[src/hw/rtl/spc_pkg.sv]
// types and constants of the servo pulse generator
`default_nettype none

package spc_pkg;

    // configuration register indexes
    typedef enum logic [1:0] {
        CFG_NODE_ADDRESS = 2'd0,
        CFG_PULSE_CENTER = 2'd1,
        CFG_PULSE_PERIOD = 2'd2
    } t_cfg_index;

    // request kinds
    typedef enum logic {
        REQ_TICK  = 1'b0,
        REQ_FRAME = 1'b1
    } t_req_type;

    localparam int unsigned CFG_DATA_W = 16;

    localparam logic [10:0] NODE_RESET   = 11'd0;
    localparam logic [15:0] CENTER_RESET = 16'd1500;
    localparam logic [15:0] PERIOD_RESET = 16'd20000;

    // magnitude / 45 as (mag * 46604) >> 21, exact for every 15-bit magnitude
    localparam logic [15:0] STEP_MULT  = 16'd46604;
    localparam int unsigned STEP_SHIFT = 21;
    localparam int unsigned MAG_W      = 15;
    localparam int unsigned PROD_W     = MAG_W + 16;
    localparam int unsigned QUO_W      = 10;

    localparam logic [QUO_W-1:0] OFFSET_LIMIT = 10'd700;
    localparam logic [7:0]       MAG_HIGH_MASK = 8'b0111_1111;
    localparam int unsigned      SIGN_BIT      = 7;

    typedef struct packed {
        logic        req_type;
        logic [10:0] frame_id;
        logic [7:0]  data_low;
        logic [7:0]  data_high;
    } t_in_word;

    typedef struct packed {
        logic        pin_level;
        logic [15:0] commanded_width;
    } t_out_word;

    typedef struct packed {
        logic [10:0] node_address;
        logic [15:0] pulse_center;
        logic [15:0] pulse_period;
    } t_cfg;

endpackage

`default_nettype wire

[src/hw/rtl/spc_cmd.sv]
// frame decode: scaled, saturated offset around the pulse center
`default_nettype none

module spc_cmd (
    input  wire logic            i_clk,
    input  wire logic            i_rst_n,
    input  wire logic            i_frame_en,
    input  wire spc_pkg::t_in_word i_word,
    input  wire spc_pkg::t_cfg   i_cfg,
    output logic [15:0]          o_width_command,
    output logic [15:0]          o_width_next
);
    import spc_pkg::*;

    logic [15:0]       r_width;
    logic [15:0]       n_width;
    logic              match;
    logic [MAG_W-1:0]  mag;
    logic [PROD_W-1:0] prod;
    logic [QUO_W-1:0]  quo;
    logic [QUO_W-1:0]  offset;
    logic [15:0]       offset_ext;
    logic [15:0]       width_calc;

    assign match = i_frame_en && (i_word.frame_id == i_cfg.node_address);
    assign mag   = {i_word.data_high[6:0] & MAG_HIGH_MASK[6:0], i_word.data_low};

    // reciprocal multiply replaces the divide by 45
    assign prod   = {16'b0, mag} * {{(PROD_W-16){1'b0}}, STEP_MULT};
    assign quo    = prod[STEP_SHIFT +: QUO_W];
    assign offset = (quo > OFFSET_LIMIT) ? OFFSET_LIMIT : quo;
    assign offset_ext = {{(16-QUO_W){1'b0}}, offset};

    // negative zero lands on the center as well
    assign width_calc = i_word.data_high[SIGN_BIT] ? (i_cfg.pulse_center - offset_ext)
                                                   : (i_cfg.pulse_center + offset_ext);

    assign n_width = match ? width_calc : r_width;

    always_ff @(posedge i_clk) begin
        if (!i_rst_n) begin
            r_width <= CENTER_RESET;
        end else begin
            r_width <= n_width;
        end
    end

    assign o_width_command = r_width;
    assign o_width_next    = n_width;

endmodule

`default_nettype wire

[src/hw/rtl/spc_period.sv]
// period counter, width latch and pin level
`default_nettype none

module spc_period #(
    parameter int unsigned TICK_WIDTH = 16
) (
    input  wire logic          i_clk,
    input  wire logic          i_rst_n,
    input  wire logic          i_tick_en,
    input  wire logic [15:0]   i_width_command,
    input  wire spc_pkg::t_cfg i_cfg,
    output logic               o_pin_next
);
    import spc_pkg::*;

    localparam int unsigned CMP_W = (TICK_WIDTH > 16) ? TICK_WIDTH : 16;

    logic [TICK_WIDTH-1:0] r_count;
    logic [TICK_WIDTH-1:0] n_count;
    logic [15:0]           r_latched;
    logic [15:0]           n_latched;
    logic                  r_pin;
    logic                  n_pin;
    logic                  cnt_zero;
    logic                  pin_mid;
    logic [TICK_WIDTH-1:0] count_inc;
    logic                  wrap;

    assign cnt_zero  = (r_count == '0);
    assign count_inc = r_count + {{(TICK_WIDTH-1){1'b0}}, 1'b1};

    // zero period means the counter runs its full range
    assign wrap = (i_cfg.pulse_period != 16'd0)
               && (CMP_W'(count_inc) >= CMP_W'(i_cfg.pulse_period));

    always_comb begin
        n_count   = r_count;
        n_latched = r_latched;
        n_pin     = r_pin;
        pin_mid   = r_pin;
        if (i_tick_en) begin
            if (cnt_zero) begin
                n_latched = i_width_command;
                pin_mid   = 1'b0;
            end
            n_pin   = (CMP_W'(r_count) >= CMP_W'(n_latched)) ? 1'b1 : pin_mid;
            n_count = wrap ? '0 : count_inc;
        end
    end

    always_ff @(posedge i_clk) begin
        if (!i_rst_n) begin
            r_count   <= '0;
            r_latched <= CENTER_RESET;
            r_pin     <= 1'b0;
        end else begin
            r_count   <= n_count;
            r_latched <= n_latched;
            r_pin     <= n_pin;
        end
    end

    assign o_pin_next = n_pin;

endmodule

`default_nettype wire

[src/hw/rtl/servo_pulse_from_can_command_core.sv]
// servo pulse generator top level: handshake stages, config registers, datapath
// pipeline: two register stages, the input register and the result register
// throughput: one word per cycle, ticks and frames alike, unless the output stalls
// the single datapath pass (one 15x16 multiply for frames, two compares for ticks) sets it
// reset: synchronous active low, counter zero, pin low, widths at the 1500 tick center
// config after reset: node address 0, center 1500, period 20000
`default_nettype none

module servo_pulse_from_can_command_core #(
    parameter int unsigned TICK_WIDTH = 16
) (
    input  wire logic                           i_clk,
    input  wire logic                           i_rst_n,
    // input channel
    input  wire logic                           i_in_valid,
    output logic                                o_in_stall,
    input  wire spc_pkg::t_in_word              i_in_word,
    // output channel
    output logic                                o_out_valid,
    input  wire logic                           i_out_stall,
    output spc_pkg::t_out_word                  o_out_word,
    // configuration writes
    input  wire logic                           i_cfg_we,
    input  wire logic [1:0]                     i_cfg_index,
    input  wire logic [spc_pkg::CFG_DATA_W-1:0] i_cfg_data
);
    import spc_pkg::*;

    // configuration registers
    t_cfg      r_cfg;

    // input register stage
    logic      r_in_valid;
    t_in_word  r_in_word;

    // result register stage
    logic      r_out_valid;
    t_out_word r_out_word;

    logic        advance;
    logic        tick_en;
    logic        frame_en;
    logic [15:0] width_command;
    logic [15:0] width_next;
    logic        pin_next;

    // the input word moves on whenever the result register is free or being drained
    assign advance    = r_in_valid && (!r_out_valid || !i_out_stall);
    assign o_in_stall = r_in_valid && r_out_valid && i_out_stall;

    assign tick_en  = advance && (r_in_word.req_type == REQ_TICK);
    assign frame_en = advance && (r_in_word.req_type == REQ_FRAME);

    // frame path: updates the commanded width on an address match
    spc_cmd u_cmd (
        .i_clk           (i_clk),
        .i_rst_n         (i_rst_n),
        .i_frame_en      (frame_en),
        .i_word          (r_in_word),
        .i_cfg           (r_cfg),
        .o_width_command (width_command),
        .o_width_next    (width_next)
    );

    // tick path: frames never move the counter
    spc_period #(
        .TICK_WIDTH (TICK_WIDTH)
    ) u_period (
        .i_clk           (i_clk),
        .i_rst_n         (i_rst_n),
        .i_tick_en       (tick_en),
        .i_width_command (width_command),
        .i_cfg           (r_cfg),
        .o_pin_next      (pin_next)
    );

    always_ff @(posedge i_clk) begin
        if (!i_rst_n) begin
            r_cfg.node_address <= NODE_RESET;
            r_cfg.pulse_center <= CENTER_RESET;
            r_cfg.pulse_period <= PERIOD_RESET;
            r_in_valid         <= 1'b0;
            r_out_valid        <= 1'b0;
        end else begin
            // indexes past the register list are dropped
            if (i_cfg_we) begin
                case (t_cfg_index'(i_cfg_index))
                    CFG_NODE_ADDRESS: r_cfg.node_address <= i_cfg_data[10:0];
                    CFG_PULSE_CENTER: r_cfg.pulse_center <= i_cfg_data;
                    CFG_PULSE_PERIOD: r_cfg.pulse_period <= i_cfg_data;
                    default: ;
                endcase
            end

            if (!o_in_stall) begin
                r_in_valid <= i_in_valid;
            end

            if (advance) begin
                r_out_valid <= 1'b1;
            end else if (!i_out_stall) begin
                r_out_valid <= 1'b0;
            end
        end

        // payload, no reset needed
        if (i_in_valid && !o_in_stall) begin
            r_in_word <= i_in_word;
        end
        if (advance) begin
            r_out_word.pin_level       <= pin_next;
            r_out_word.commanded_width <= width_next;
        end
    end

    assign o_out_valid = r_out_valid;
    assign o_out_word  = r_out_word;

endmodule

`default_nettype wire

[config.mk]
export PLATFORM = sky130hd
export DESIGN_NAME = servo_pulse_from_can_command_core
export DESIGN_NICKNAME = d
export VERILOG_FILES = /design/src/hw/rtl/spc_pkg.sv /design/src/hw/rtl/spc_cmd.sv /design/src/hw/rtl/spc_period.sv /design/src/hw/rtl/servo_pulse_from_can_command_core.sv
export SDC_FILE = /design/constraint.sdc
export NUM_CORES = 1
export LEC_CHECK = 0
export ABC_AREA = 0
export BUFFER_PORTS_ARGS = -buffer_cell sky130_fd_sc_hd__buf_4
export CAP_MARGIN = 20
export CELL_PAD_IN_SITES_DETAIL_PLACEMENT = 1
export CELL_PAD_IN_SITES_GLOBAL_PLACEMENT = 2
export CORE_UTILIZATION = 43
export CTS_CLUSTER_DIAMETER = 80
export DETAILED_ROUTE_END_ITERATION = 8
export PLACE_DENSITY = 0.95
export SETUP_SLACK_MARGIN = 0.3
export SYNTH_ARGS = -nofsm -noshare
export SYNTH_HDL_FRONTEND = slang
export SYNTH_SLANG_ARGS = --single-unit
[constraint.sdc]
create_clock -name i_clk -period 14.6 [get_ports i_clk]
set_input_delay 0.73 -clock i_clk [delete_from_list [all_inputs] [get_ports i_clk]]
set_output_delay 0.73 -clock i_clk [all_outputs]
set_load 0.005 [all_outputs]
==> flow_metrics.env <==
export IMPL_status="finished, final reports clean"
export IMPL_setup_ws_ns=5.37
export IMPL_regToRegSetupSlack_ns=5.37
export IMPL_syn_mean_instance_area_um2=9.40
export IMPL_dp_hpwl_mm=22.8
export IMPL_row_count=57
export IMPL_setup_tns_final_ns=0
export IMPL_leakage_nw=5.68
export IMPL_power_density_nw_per_um2=204
export IMPL_hold_violations=0
export IMPL_slowest_stage="fa_1"
export IMPL_cts_setup_buffers=0
export IMPL_cts_root_buffer_cell="clkbuf_16"
export IMPL_cp_start_kind="flip-flop"
export IMPL_synth_seq_cells=139
export IMPL_area_delta_synth_final_pct=13.6
export IMPL_io_buffers=69
export IMPL_synth_flop_cell="dfxtp_1"
export IMPL_synth_warnings=0
export IMPL_cp_common_cell="ha_1"
export IMPL_synthMostInstantiatedCell="ha_1"
export IMPL_met3_usage=0.0340
export IMPL_overflow=0
export IMPL_grt_busiest_layer="met2"
export IMPL_reg2reg_depth=30
export IMPL_place_congestion=0.853
export IMPL_viasPerCell=5.45
export IMPL_worst_pin_slew_ns=1.14
export IMPL_io_pins=70
export IMPL_layout_drive_gt1_share=0.121
export IMPL_use_met2=0.441
export IMPL_yosysSeqAreaShare=0.301
export IMPL_path_class="flip-flop to flip-flop"
export IMPL_grt_antenna_before_repair=0
export IMPL_crit_fanout=13
export IMPL_cap_violations=0
export IMPL_syn_nets=1401
export IMPL_grt_total_usage=0.236
export IMPL_async_reset_ff_frac=0
export IMPL_die_width_um=160
export IMPL_clk_pin_slew_ns=0.06
export IMPL_max_freq_mhz=108
export IMPL_holdBufCountCts=0
export IMPL_start_util=0.440
export IMPL_slew_headroom=0.237
export IMPL_drtAntennaViolNets=0
export IMPL_layout_nets=1464
export IMPL_cts_buffer_depth=2
export IMPL_dr_pass1_iters=4
export IMPL_synth_commonest_cells="159 x ha_1, 136 x nand2_1, 135 x inv_1"
export IMPL_grt_setup_unrepaired="no"
export IMPL_die_h_um=160
export IMPL_synth_cell_types=74
export IMPL_core_area_um2=24400
export IMPL_diodes=0
export IMPL_die_area_um2=25600
export IMPL_drtIter0Drc=385
export IMPL_drt_total_wl_mm=29.2
export IMPL_finalCriticalPeriod_ns=9.23
export IMPL_worstSkewPairLatency_ns=0.42
export IMPL_grt_pass1_wl_mm=47.1
export IMPL_cts_buffers=17
export IMPL_remaining_drc_errors=0
export IMPL_min_path_cells=2
export IMPL_cpPeakStageDelay_ns=0.56
export IMPL_skew_ns=0.00997
export IMPL_finalSetupViolations=0
export IMPL_cts_resized=0
export IMPL_synth_area_leaders="ha_1 19%, dfxtp_1 18%, edfxtp_1 13%"
export IMPL_yosysTopAreaCellShare=0.185
export IMPL_synth_area_um2=10700
export IMPL_synth_edff_count=45
export IMPL_cp_required_ns=14.78
export IMPL_clock_sinks=139
export IMPL_endpoint_kind="flip-flop"
export IMPL_ir_drop_uv=139
export IMPL_dp_slack_ns=5.43
export IMPL_synth_top_area_cell="ha_1"
export IMPL_wl_per_cell_um=18.9
export IMPL_arrival_ns=9.41
export IMPL_slew_violations=0
export IMPL_grt_pass1_vias=9128
export IMPL_min_path_type="flip-flop to flip-flop"
export IMPL_gr_usage_met1=0.277
export IMPL_vias=8409
export IMPL_finalCritPeriodShare=0.632
export IMPL_htreeDepth=4
export IMPL_grt_max_degree=48
export IMPL_syn_inst=1143
export IMPL_cts_tree="done"
==> through the flow <==
step | power (mW) | instances | hold WS (ns) | utilization | cell area [µm²]
after detailed placement | 2.02 | 1510 | 0.450 | 0.475 | 11600
after floorplan | 1.61 | 1143 | 0.432 | - | 10700
after global routing | 2.70 | 1543 | 0.465 | 0.500 | 12200
final | 2.48 | 1543 | 0.458 | 0.500 | 12200
after CTS | 2.50 | 1542 | 0.458 | 0.500 | 12200
after global placement | 1.97 | 1510 | 0.441 | 0.475 | 11600
==> path summary, 6_finish.rpt <==
path | from | endpoint
setup / recovery | r_in_word[0]$_DFFE_PP_ | o_out_word[15]$_DFFE_PP_
hold / removal | r_cfg[16]$_SDFFE_PN0P_ | r_cfg[16]$_SDFFE_PN0P_
setup reg to reg | r_in_word[0]$_DFFE_PP_ | o_out_word[15]$_DFFE_PP_
hold reg to reg | r_cfg[16]$_SDFFE_PN0P_ | r_cfg[16]$_SDFFE_PN0P_
==> kinds of logic (layout without fill, tap and decap cells) <==
logic type / count (synthesis) / in the layout / synth area share
xor gates and xnor gates: 64 / 64 / 0.0542
AOI/OAI and AO/OA: 189 / 189 / 0.118
and+or+nand+nor: 334 / 334 / 0.152
buffers and inverters: 167 / 243 / 0.0590
adders and majority gates: 207 / 207 / 0.275
muxes: 43 / 43 / 0.0415
DFF: 139 / 139 / 0.301
==> power by group <==
| group | leakage [nW] | internal, mW | total, mW | switching [mW] |
|---|---|---|---|---|
| clock network | 0.299 | 0.272 | 0.454 | 0.182 |
| logic | 4.21 | 0.645 | 1.61 | 0.961 |
| registers | 1.17 | 0.412 | 0.425 | 0.0132 |
| total | 5.68 | 1.33 | 2.48 | 1.16 |
==> placed cells by master, fill, tap and decap left out, types with 6 or more instances in the layout <==
| cell | count |
|---|---|
| and3_1 | 16 |
| and2_1 | 13 |
| xnor2_1 | 25 |
| o21bai_1 | 6 |
| or2_2 | 7 |
| ha_1 | 159 |
| mux2_2 | 12 |
| nor4_1 | 9 |
| xor2_1 | 37 |
| dfxtp_1 | 94 |
| nand3_1 | 29 |
| nor2_1 | 58 |
| buf_4 | 75 |
| fa_1 | 48 |
| mux2i_1 | 31 |
| edfxtp_1 | 45 |
| nand2b_1 | 9 |
| nand4_1 | 7 |
| a21oi_1 | 67 |
| a211oi_1 | 8 |
| inv_1 | 135 |
| nand3b_1 | 7 |
| clkbuf_16 | 17 |
| a31oi_1 | 7 |
| a21o_1 | 28 |
| o211ai_1 | 13 |
| nand2_1 | 136 |
| nor3_1 | 7 |
| o21ai_0 | 20 |
==> flip-flops by register name (all words and copies together), names as in the netlist <==
name and count:
o_out_word 17, u_period.r_pin 1, u_cmd.o_width_command 16, u_period.r_count 16, r_cfg 43, r_in_valid 1
o_out_valid 1, u_period.r_latched 16, r_in_word 28
==> routing by layer <==
| layer | share of wire | wire length (µm) |
|---|---|---|
| met5 | 0 | 0 |
| met4 | 0.020 | 582 |
| met3 | 0.026 | 772 |
| met2 | 0.52 | 15300 |
| met1 | 0.43 | 12600 |
==> worst max-delay path: cells and delay by family (launching register included) <==
kind	cells	cell delay, ns
compound gates	9	2.18
xor+xnor	2	0.36
fa+ha+maj	9	3.76
flops	1	0.52
mux	1	0.27
simple gates	9	1.87
==> area by class of cell <==
| cell class | count | area (µm²) |
|---|---|---|
| clock buffer | 17 | 425 |
| clock inverter | 15 | 185 |
| fill | 2803 | 12200 |
| inverter | 136 | 510 |
| multi-input combinational | 837 | 6880 |
| sequential | 139 | 3230 |
| tap | 324 | 405 |
| timing repair buffer | 75 | 563 |
(Power assumes the default switching activity.)
